<file path="config.mk">
export PLATFORM = sky130hd
export DESIGN_NAME = frame_plane_layout_calc_core
export DESIGN_NICKNAME = d
export VERILOG_FILES = /design/src/design/fplc_pkg.sv /design/src/design/fplc_front.sv /design/src/design/fplc_queue.sv /design/src/design/fplc_back.sv /design/src/design/frame_plane_layout_calc_core.sv
export SDC_FILE = /design/constraint.sdc
export NUM_CORES = 2
export LEC_CHECK = 0
export BUFFER_PORTS_ARGS = -buffer_cell sky130_fd_sc_hd__buf_2
export CAP_MARGIN = 20
export CORE_ASPECT_RATIO = 1.4
export CORE_MARGIN = 2
export CORE_UTILIZATION = 30
export DETAILED_ROUTE_END_ITERATION = 6
export HOLD_SLACK_MARGIN = 0.1
export PLACE_DENSITY = 0.44
export SYNTH_ARGS = -nofsm -noshare
export SYNTH_HDL_FRONTEND = slang
export SYNTH_HIERARCHICAL = 1
export SYNTH_SLANG_ARGS = --single-unit
</file>
<file path="constraint.sdc">
create_clock -name clk -period 30.1 [get_ports clk]
set_clock_uncertainty 0.1 [all_clocks]
set_input_delay 6.02 -clock clk [delete_from_list [all_inputs] [get_ports clk]]
set_output_delay 6.02 -clock clk [all_outputs]
set_load 0.1 [all_outputs]
</file>
<file path="src/design/fplc_pkg.sv">
// package for the frame plane layout calculator
// holds format, operation and alignment codes, the request types and the divide helpers
// no dependencies
package fplc_pkg;

	// operation codes
	localparam logic OP_NORMAL = 1'b0;
	localparam logic OP_RAW    = 1'b1;

	// pixel format codes
	localparam logic [3:0] FMT_NV12    = 4'd0;
	localparam logic [3:0] FMT_NV21    = 4'd1;
	localparam logic [3:0] FMT_RGB565  = 4'd2;
	localparam logic [3:0] FMT_RGB888  = 4'd3;
	localparam logic [3:0] FMT_BAYER8  = 4'd4;
	localparam logic [3:0] FMT_BAYER10 = 4'd5;
	localparam logic [3:0] FMT_BAYER12 = 4'd6;
	localparam logic [3:0] FMT_BAYER14 = 4'd7;
	localparam logic [3:0] FMT_RAW10P  = 4'd8;
	localparam logic [3:0] FMT_UYVY    = 4'd9;
	localparam logic [3:0] FMT_YUYV    = 4'd10;
	localparam logic [3:0] FMT_YVYU    = 4'd11;
	localparam logic [3:0] FMT_VYUY    = 4'd12;

	// stride alignment select codes
	localparam logic [1:0] ALIGN_DEFAULT = 2'd0;
	localparam logic [1:0] ALIGN_SIXTEEN = 2'd1;
	localparam logic [1:0] ALIGN_THIRTY2 = 2'd2;
	localparam logic [1:0] ALIGN_SIXTY4  = 2'd3;

	localparam logic [6:0] ALIGN_VAL_16 = 7'd16;
	localparam logic [6:0] ALIGN_VAL_32 = 7'd32;
	localparam logic [6:0] ALIGN_VAL_64 = 7'd64;

	// dwt geometry
	localparam int DWT_LEVELS     = 4;
	localparam int DWT_PAGE_BITS  = 12;
	localparam int DWT_W_ALIGN    = 64;
	localparam int DWT_H_ALIGN    = 32;

	// reciprocals for ceiling division by 12 and 10, scaled by 2^19
	localparam int          RECIP_SHIFT = 19;
	localparam logic [16:0] RECIP_12    = 17'd43691;
	localparam logic [16:0] RECIP_10    = 17'd52429;

	// default depth of the queue between front and back
	localparam int QUEUE_DEPTH_DEF = 2;

	// status and classification carried with each request
	typedef struct packed {
		logic        status;
		logic [1:0]  planes;
		logic [15:0] s0;
		logic [15:0] s1;
		logic [6:0]  al;
		logic        nv;
	} fplc_meta_t;

	// classified request handed from front to back
	typedef struct packed {
		fplc_meta_t  meta;
		logic [13:0] height;
		logic [14:0] aw0;
		logic [14:0] ah0;
	} fplc_req_t;

	// ceil(w / 12) through a reciprocal multiply, exact for 14-bit w
	function automatic logic [10:0] ceil_div12(input logic [13:0] w);
		logic [14:0] x;
		logic [31:0] prod;
		x    = {1'b0, w} + 15'd11;
		prod = {17'd0, x} * {15'd0, RECIP_12};
		return prod[RECIP_SHIFT +: 11];
	endfunction

	// ceil(w / 10) through a reciprocal multiply, exact for 14-bit w
	function automatic logic [10:0] ceil_div10(input logic [13:0] w);
		logic [14:0] x;
		logic [31:0] prod;
		x    = {1'b0, w} + 15'd9;
		prod = {17'd0, x} * {15'd0, RECIP_10};
		return prod[RECIP_SHIFT +: 11];
	endfunction

endpackage

</file>
<file path="src/design/fplc_front.sv">
// front end of the frame plane layout calculator
// classifies a request and works out strides, alignment and dwt base sizes
// depends on fplc_pkg
module fplc_front (
	input  logic                clk,
	input  logic                arst_n,
	input  logic                in_valid,
	output logic                in_stall,
	input  logic                operation,
	input  logic [3:0]          pixel_format,
	input  logic [1:0]          align_select,
	input  logic [13:0]         width,
	input  logic [13:0]         height,
	output logic                req_valid,
	input  logic                req_stall,
	output fplc_pkg::fplc_req_t req
);

	logic                valid_s1;
	fplc_pkg::fplc_req_t req_s1;
	fplc_pkg::fplc_req_t req_d;
	logic [6:0]          al;
	logic [14:0]         al_mask;
	logic [14:0]         stride;
	logic [12:0]         quad;
	logic [15:0]         raw10p_stride;
	logic                enable;

	// classification and stride arithmetic
	always_comb begin
		req_d = '0;
		case (align_select)
			fplc_pkg::ALIGN_THIRTY2: al = fplc_pkg::ALIGN_VAL_32;
			fplc_pkg::ALIGN_SIXTY4:  al = fplc_pkg::ALIGN_VAL_64;
			default:                 al = fplc_pkg::ALIGN_VAL_16;
		endcase
		al_mask       = 15'(al) - 15'd1;
		stride        = ({1'b0, width} + al_mask) & ~al_mask;
		quad          = 13'(({1'b0, width} + 15'd3) >> 2);
		raw10p_stride = {1'b0, quad, 2'b00} + {3'b000, quad};

		req_d.height     = height;
		req_d.aw0        = ({1'b0, width} + 15'(fplc_pkg::DWT_W_ALIGN - 1))
			& ~15'(fplc_pkg::DWT_W_ALIGN - 1);
		req_d.ah0        = ({1'b0, height} + 15'(fplc_pkg::DWT_H_ALIGN - 1))
			& ~15'(fplc_pkg::DWT_H_ALIGN - 1);
		req_d.meta.planes = 2'd1;

		if (operation == fplc_pkg::OP_NORMAL) begin
			req_d.meta.al = al;
			case (pixel_format) inside
				fplc_pkg::FMT_NV12, fplc_pkg::FMT_NV21: begin
					req_d.meta.planes = 2'd2;
					req_d.meta.s0     = 16'(stride);
					req_d.meta.s1     = 16'(stride);
					req_d.meta.nv     = 1'b1;
				end
				fplc_pkg::FMT_RGB565, fplc_pkg::FMT_BAYER10, fplc_pkg::FMT_BAYER12,
				fplc_pkg::FMT_BAYER14, [fplc_pkg::FMT_UYVY:fplc_pkg::FMT_VYUY]: begin
					req_d.meta.s0 = {stride, 1'b0};
				end
				fplc_pkg::FMT_RGB888: begin
					req_d.meta.s0 = {1'b0, stride} + {stride, 1'b0};
				end
				fplc_pkg::FMT_BAYER8: begin
					req_d.meta.s0 = {1'b0, stride};
				end
				fplc_pkg::FMT_RAW10P: begin
					req_d.meta.s0 = raw10p_stride;
				end
				default: begin
					req_d.meta.status = 1'b1;
				end
			endcase
		end else begin
			case (pixel_format)
				fplc_pkg::FMT_BAYER8:  req_d.meta.s0 = {2'b00, width};
				fplc_pkg::FMT_BAYER10: req_d.meta.s0 = {1'b0, fplc_pkg::ceil_div12(width), 4'b0000};
				fplc_pkg::FMT_BAYER12: req_d.meta.s0 = {1'b0, fplc_pkg::ceil_div10(width), 4'b0000};
				fplc_pkg::FMT_BAYER14: req_d.meta.s0 = {1'b0, width, 1'b0};
				fplc_pkg::FMT_RAW10P:  req_d.meta.s0 = raw10p_stride;
				default:               req_d.meta.status = 1'b1;
			endcase
		end

		// unsupported format clears every other result field
		if (req_d.meta.status) begin
			req_d.meta.planes = 2'd0;
			req_d.meta.s0     = '0;
			req_d.meta.s1     = '0;
			req_d.meta.al     = '0;
			req_d.meta.nv     = 1'b0;
		end
	end

	assign enable   = !valid_s1 || !req_stall;
	assign in_stall = !enable;

	// stage valid
	always_ff @(posedge clk or negedge arst_n) begin
		if (!arst_n) begin
			valid_s1 <= 1'b0;
		end else if (enable) begin
			valid_s1 <= in_valid;
		end
	end

	// stage payload
	always_ff @(posedge clk) begin
		if (enable && in_valid) begin
			req_s1 <= req_d;
		end
	end

	assign req_valid = valid_s1;
	assign req       = req_s1;

endmodule

</file>
<file path="src/design/fplc_queue.sv">
// short request queue between the front and back ends
// register array with read and write pointers and a fill count
// depends on fplc_pkg
module fplc_queue #(
	parameter int DEPTH = fplc_pkg::QUEUE_DEPTH_DEF
) (
	input  logic                clk,
	input  logic                arst_n,
	input  logic                wr_valid,
	output logic                wr_stall,
	input  fplc_pkg::fplc_req_t wr_req,
	output logic                rd_valid,
	input  logic                rd_stall,
	output fplc_pkg::fplc_req_t rd_req
);

	localparam int PTR_W = (DEPTH > 1) ? $clog2(DEPTH) : 1;
	localparam int CNT_W = $clog2(DEPTH + 1);

	fplc_pkg::fplc_req_t mem_q [DEPTH];
	logic [PTR_W-1:0]    wr_ptr_q;
	logic [PTR_W-1:0]    rd_ptr_q;
	logic [CNT_W-1:0]    count_q;
	logic                full;
	logic                push;
	logic                pop;

	assign full     = (count_q == CNT_W'(DEPTH));
	assign wr_stall = full;
	assign rd_valid = (count_q != '0);
	assign push     = wr_valid && !full;
	assign pop      = rd_valid && !rd_stall;
	assign rd_req   = mem_q[rd_ptr_q];

	// pointers and fill count
	always_ff @(posedge clk or negedge arst_n) begin
		if (!arst_n) begin
			wr_ptr_q <= '0;
			rd_ptr_q <= '0;
			count_q  <= '0;
		end else begin
			if (push) begin
				wr_ptr_q <= (wr_ptr_q == PTR_W'(DEPTH - 1)) ? '0 : wr_ptr_q + PTR_W'(1);
			end
			if (pop) begin
				rd_ptr_q <= (rd_ptr_q == PTR_W'(DEPTH - 1)) ? '0 : rd_ptr_q + PTR_W'(1);
			end
			if (push && !pop) begin
				count_q <= count_q + CNT_W'(1);
			end else if (pop && !push) begin
				count_q <= count_q - CNT_W'(1);
			end
		end
	end

	// entry storage
	always_ff @(posedge clk) begin
		if (push) begin
			mem_q[wr_ptr_q] <= wr_req;
		end
	end

endmodule

</file>
<file path="src/design/fplc_back.sv">
// back end of the frame plane layout calculator
// four stages: plane and dwt products, page alignment, partial sums, final total
// depends on fplc_pkg
module fplc_back (
	input  logic                clk,
	input  logic                arst_n,
	input  logic                req_valid,
	output logic                req_stall,
	input  fplc_pkg::fplc_req_t req,
	output logic                out_valid,
	input  logic                out_stall,
	output logic                status,
	output logic [1:0]          plane_count,
	output logic [15:0]         first_stride,
	output logic [15:0]         second_stride,
	output logic [31:0]         first_size,
	output logic [31:0]         second_size,
	output logic [31:0]         total_size,
	output logic [6:0]          align_used
);

	localparam int NL = fplc_pkg::DWT_LEVELS;
	localparam int PB = fplc_pkg::DWT_PAGE_BITS;

	logic enable;

	// stage 1 signals
	logic                 valid_s1;
	fplc_pkg::fplc_meta_t meta_s1;
	logic [29:0]          z0_s1;
	logic [28:0]          prod_s1 [2*NL];
	logic [28:0]          prod_d  [2*NL];
	logic [13:0]          aw      [NL];
	logic [17:0]          aw10    [NL];
	logic [14:0]          pw      [NL];
	logic [13:0]          ah      [NL];
	logic [13:0]          ahc     [NL];

	// stage 2 signals
	logic                 valid_s2;
	fplc_pkg::fplc_meta_t meta_s2;
	logic [29:0]          z0_s2;
	logic [29:0]          z1_s2;
	logic [29:0]          pair_s2 [NL];
	logic [29:0]          pair_d  [NL];
	logic [28:0]          page    [2*NL];
	logic [29:0]          z1_d;

	// stage 3 signals
	logic                 valid_s3;
	fplc_pkg::fplc_meta_t meta_s3;
	logic [29:0]          z0_s3;
	logic [29:0]          z1_s3;
	logic [30:0]          quad_s3 [2];

	// output stage
	logic                 valid_s4;
	fplc_pkg::fplc_meta_t meta_s4;
	logic [29:0]          z0_s4;
	logic [29:0]          z1_s4;
	logic [31:0]          total_s4;
	logic [31:0]          total_d;

	assign enable    = !valid_s4 || !out_stall;
	assign req_stall = !enable;

	// dwt plane products, one luma and one chroma lane per level
	always_comb begin
		for (int lv = 0; lv < NL; lv++) begin
			aw[lv]         = 14'(req.aw0 >> (lv + 1));
			aw10[lv]       = {1'b0, aw[lv], 3'b000} + {3'b000, aw[lv], 1'b0} + 18'd7;
			pw[lv]         = 15'(aw10[lv] >> 3);
			ah[lv]         = 14'(req.ah0 >> (lv + 1));
			ahc[lv]        = 14'(req.ah0 >> (lv + 2));
			prod_d[lv]     = {14'd0, pw[lv]} * {15'd0, ah[lv]};
			prod_d[lv+NL]  = {14'd0, pw[lv]} * {15'd0, ahc[lv]};
		end
	end

	// page alignment and pair sums
	always_comb begin
		for (int i = 0; i < 2*NL; i++) begin
			page[i] = (prod_s1[i] + 29'((1 << PB) - 1)) & ~29'((1 << PB) - 1);
		end
		for (int k = 0; k < NL; k++) begin
			pair_d[k] = {1'b0, page[2*k]} + {1'b0, page[2*k+1]};
		end
		z1_d = meta_s1.nv ? (z0_s1 >> 1) : '0;
	end

	// final total
	assign total_d = meta_s3.nv
		? {2'b00, z0_s3} + {2'b00, z1_s3} + {1'b0, quad_s3[0]} + {1'b0, quad_s3[1]}
		: {2'b00, z0_s3};

	// stage valids
	always_ff @(posedge clk or negedge arst_n) begin
		if (!arst_n) begin
			valid_s1 <= 1'b0;
			valid_s2 <= 1'b0;
			valid_s3 <= 1'b0;
			valid_s4 <= 1'b0;
		end else if (enable) begin
			valid_s1 <= req_valid;
			valid_s2 <= valid_s1;
			valid_s3 <= valid_s2;
			valid_s4 <= valid_s3;
		end
	end

	// stage payloads
	always_ff @(posedge clk) begin
		if (enable) begin
			meta_s1 <= req.meta;
			z0_s1   <= {14'd0, req.meta.s0} * {16'd0, req.height};
			for (int i = 0; i < 2*NL; i++) begin
				prod_s1[i] <= prod_d[i];
			end

			meta_s2 <= meta_s1;
			z0_s2   <= z0_s1;
			z1_s2   <= z1_d;
			for (int k = 0; k < NL; k++) begin
				pair_s2[k] <= pair_d[k];
			end

			meta_s3    <= meta_s2;
			z0_s3      <= z0_s2;
			z1_s3      <= z1_s2;
			quad_s3[0] <= {1'b0, pair_s2[0]} + {1'b0, pair_s2[1]};
			quad_s3[1] <= {1'b0, pair_s2[2]} + {1'b0, pair_s2[3]};

			meta_s4  <= meta_s3;
			z0_s4    <= z0_s3;
			z1_s4    <= z1_s3;
			total_s4 <= total_d;
		end
	end

	assign out_valid     = valid_s4;
	assign status        = meta_s4.status;
	assign plane_count   = meta_s4.planes;
	assign first_stride  = meta_s4.s0;
	assign second_stride = meta_s4.s1;
	assign first_size    = {2'b00, z0_s4};
	assign second_size   = {2'b00, z1_s4};
	assign total_size    = total_s4;
	assign align_used    = meta_s4.al;

endmodule

</file>
<file path="src/design/frame_plane_layout_calc_core.sv">
// frame plane layout calculator, top level
// throughput: one request per cycle while nothing stalls; front stage, queue and four back
// stages advance together when no stall holds them, the queue lets the front keep taking requests
// while the back end holds a result for a stalled consumer
// reset: arst_n clears all valid flags and queue pointers, payload is not reset
module frame_plane_layout_calc_core #(
	parameter int QUEUE_DEPTH = fplc_pkg::QUEUE_DEPTH_DEF
) (
	input  logic        clk,
	input  logic        arst_n,
	input  logic        in_valid,
	output logic        in_stall,
	input  logic        operation,
	input  logic [3:0]  pixel_format,
	input  logic [1:0]  align_select,
	input  logic [13:0] width,
	input  logic [13:0] height,
	output logic        out_valid,
	input  logic        out_stall,
	output logic        status,
	output logic [1:0]  plane_count,
	output logic [15:0] first_stride,
	output logic [15:0] second_stride,
	output logic [31:0] first_size,
	output logic [31:0] second_size,
	output logic [31:0] total_size,
	output logic [6:0]  align_used
);

	logic                fq_valid;
	logic                fq_stall;
	fplc_pkg::fplc_req_t fq_req;
	logic                qb_valid;
	logic                qb_stall;
	fplc_pkg::fplc_req_t qb_req;

	// request classification
	fplc_front u_front (
		.clk          (clk),
		.arst_n       (arst_n),
		.in_valid     (in_valid),
		.in_stall     (in_stall),
		.operation    (operation),
		.pixel_format (pixel_format),
		.align_select (align_select),
		.width        (width),
		.height       (height),
		.req_valid    (fq_valid),
		.req_stall    (fq_stall),
		.req          (fq_req)
	);

	// decoupling queue
	fplc_queue #(
		.DEPTH (QUEUE_DEPTH)
	) u_queue (
		.clk      (clk),
		.arst_n   (arst_n),
		.wr_valid (fq_valid),
		.wr_stall (fq_stall),
		.wr_req   (fq_req),
		.rd_valid (qb_valid),
		.rd_stall (qb_stall),
		.rd_req   (qb_req)
	);

	// size arithmetic
	fplc_back u_back (
		.clk           (clk),
		.arst_n        (arst_n),
		.req_valid     (qb_valid),
		.req_stall     (qb_stall),
		.req           (qb_req),
		.out_valid     (out_valid),
		.out_stall     (out_stall),
		.status        (status),
		.plane_count   (plane_count),
		.first_stride  (first_stride),
		.second_stride (second_stride),
		.first_size    (first_size),
		.second_size   (second_size),
		.total_size    (total_size),
		.align_used    (align_used)
	);

endmodule

</file>
==> flow_metrics.env <==
export IMPL_status="finished, final reports clean"
export IMPL_htreeDepth=3
export IMPL_design_area_um2=95610
export IMPL_slew_violations=0
export IMPL_critPathRequiredTime_ns=30.52
export IMPL_drtPass1Iterations=5
export IMPL_place_area_um2=91690
export IMPL_cts_resized=0
export IMPL_insertion_delay_ns=0.78
export IMPL_gp_congestion=0.8890
export IMPL_first_iter_violations=2603
export IMPL_area_growth_pct=10.91
export IMPL_numCtsBuffers=109
export IMPL_io_buffer_count=173
export IMPL_met3_usage=0.01639
export IMPL_grt_first_pass_wirelength_mm=363.0
export IMPL_drive_gt1_frac=0.07729
export IMPL_path_max_fanout=10
export IMPL_cp_start_kind="input port"
export IMPL_setup_viol=0
export IMPL_start_util=0.3018
export IMPL_fin_setup_tns_ns=0
export IMPL_synth_cells=7931
export IMPL_drtAntennaViolNets=0
export IMPL_worstSetupPathType="input port to register"
export IMPL_num_fill_cells=28990
export IMPL_pre_cts_ws_ns=16.21
export IMPL_crit_path_end_kind="register"
export IMPL_nets=9875
export IMPL_busiest_layer="met2"
export IMPL_ff_latch_area_um2=29090
export IMPL_crit_path_start="width[0]"
export IMPL_core_area_um2=285600
export IMPL_fp_dieH_um=638.3
export IMPL_core_rowCount=232
export IMPL_syn_area_per_cell_um2=10.87
export IMPL_vias_per_cell=4.663
export IMPL_worst_slack_ns=16.99
export IMPL_grt_max_degree=135
export IMPL_clock_fmax_mhz=76.29
export IMPL_cts_root_buf="clkbuf_16"
export IMPL_syn_area_um2=86210
export IMPL_hold_class="register to register"
export IMPL_cts_path_max_buffers=3
export IMPL_maxCapViolCount=0
export IMPL_multi_input_area_um2=51380
export IMPL_hold_viol=0
export IMPL_ctsHoldBuffers=0
export IMPL_cts_sinks=970
export IMPL_grt_ovfl_total=0
export IMPL_post_cts_buffers=0
export IMPL_grt_setup_unrepaired="false"
export IMPL_fin_crit_sh=0.4355
export IMPL_wirelength_mm=235.3
export IMPL_cts_tree="yes"
export IMPL_min_period_ns=13.11
export IMPL_antenna_found_initial=9
export IMPL_num_vias=55540
export IMPL_drc=0
export IMPL_reg2reg_from="u_queue/rd_ptr_q"
export IMPL_wl_per_cell_um=19.75
export IMPL_max_slew_margin_rel=0.2546
export IMPL_boundaryPins=179
export IMPL_die_area_um2=291700
export IMPL_grt_util_met2=0.3037
export IMPL_arrival_ns=13.53
export IMPL_worst_pin_slew_ns=1.113
export IMPL_gr_usage_met1=0.1874
export IMPL_detailed_place_hpwl_mm=186.6
export IMPL_clk_pin_slew_worst_paths_ns=0.06
export IMPL_grt_pass1_vias=60390
export IMPL_die_x_um=457.1
export IMPL_yosysWarnings=6
export IMPL_grt_total_usage=0.1616
export IMPL_hold_path_startpoint="u_back/z1_s2[0]"
layer usage:
layer / part of all wire / wire length, µm
met3: 0.027 / 6426
met5: 0.000055 / 13
met2: 0.53 / 123900
met1: 0.41 / 95450
met4: 0.040 / 9511
metrics by stage:
| step | cells | utilization | hold WS, ns |
|---|---|---|---|
| floorplan | 7962 | - | 0.3003 |
| global placement | 11700 | 0.3208 | 0.3021 |
| detailed placement | 11700 | 0.3210 | 0.3045 |
| CTS | 11910 | 0.3347 | 0.3046 |
| global route | 11910 | 0.3347 | 0.3176 |
| finish | 11910 | 0.3347 | 0.3126 |
worst max-delay path, stage by stage:
cell and delay, ns:
buf_2 0.21, inv_1 0.21, ha_1 0.31, inv_1 0.09
a21oi_1 0.18, or3_1 0.40, nor3_1 0.20, xor2_1 0.36
ha_1 0.24, inv_1 0.08, fa_1 0.51, inv_1 0.10
fa_1 0.50, inv_1 0.05, fa_1 0.44, fa_1 0.50
inv_1 0.05, fa_1 0.43, ha_1 0.30, and3_1 0.21
a221oi_1 0.41, a2bb2oi_1 0.27, nand3b_1 0.15, a21boi_0 0.46
o21ai_0 0.21, xnor2_1 0.19, o21ai_0 0.10, or3_1 0.35
flip-flops by register name, indices dropped and copies added, names as in the netlist, 29 cells and up:
signal             flops
u_back/z0_s1          30
u_front/req           66
u_back/z1_s2          29
u_back/z0_s2          30
u_back/z0_s3          30
u_back/z1_s3          29
u_back/pair_s2        67
u_back/meta_s3        43
u_queue/mem_q        170
u_back/meta_s2        43
u_back/z1_s4          29
u_back/quad_s3        38
u_back/prod_s1       210
u_back/z0_s4          30
u_back/meta_s1        43
u_back/total_size     32
placed cells by master (no fill, tap or decap), types with 173 or more instances in the layout:
cell and n:
o21ai_0 188, inv_1 1314, nand2_1 750, ha_1 861
and2_1 469, fa_1 907, edfxtp_1 961, buf_2 173
a21oi_1 286, xor2_1 173, xnor2_1 340, nor2_1 281
worst paths after layout:
path                                         end  slack, ns  cells after the start
max reg2reg                u_back/prod_s1[0][28]      18.97                     30
min in group asynchronous       u_queue/rd_ptr_q       4.99                      1
max                              u_front/req[81]      16.99                     28
min                              u_back/z1_s3[0]       0.31                      0
max in group asynchronous       u_queue/rd_ptr_q      24.70                      1
min reg2reg                      u_back/z1_s3[0]       0.31                      0
area by class of cell:
cell class              instances  share of cell area
diodes                          3          0.00007852
clock buffers                 126             0.02920
clock inverters                81             0.01171
inverters                    1316             0.05166
multi-input cells            5410              0.5374
flip-flops and latches        970              0.3042
well taps                    3744             0.04899
repair buffers                261             0.01672
Power is not shown: default switching activity piles up to over one toggle a cycle in this logic, so the estimate is an artifact.
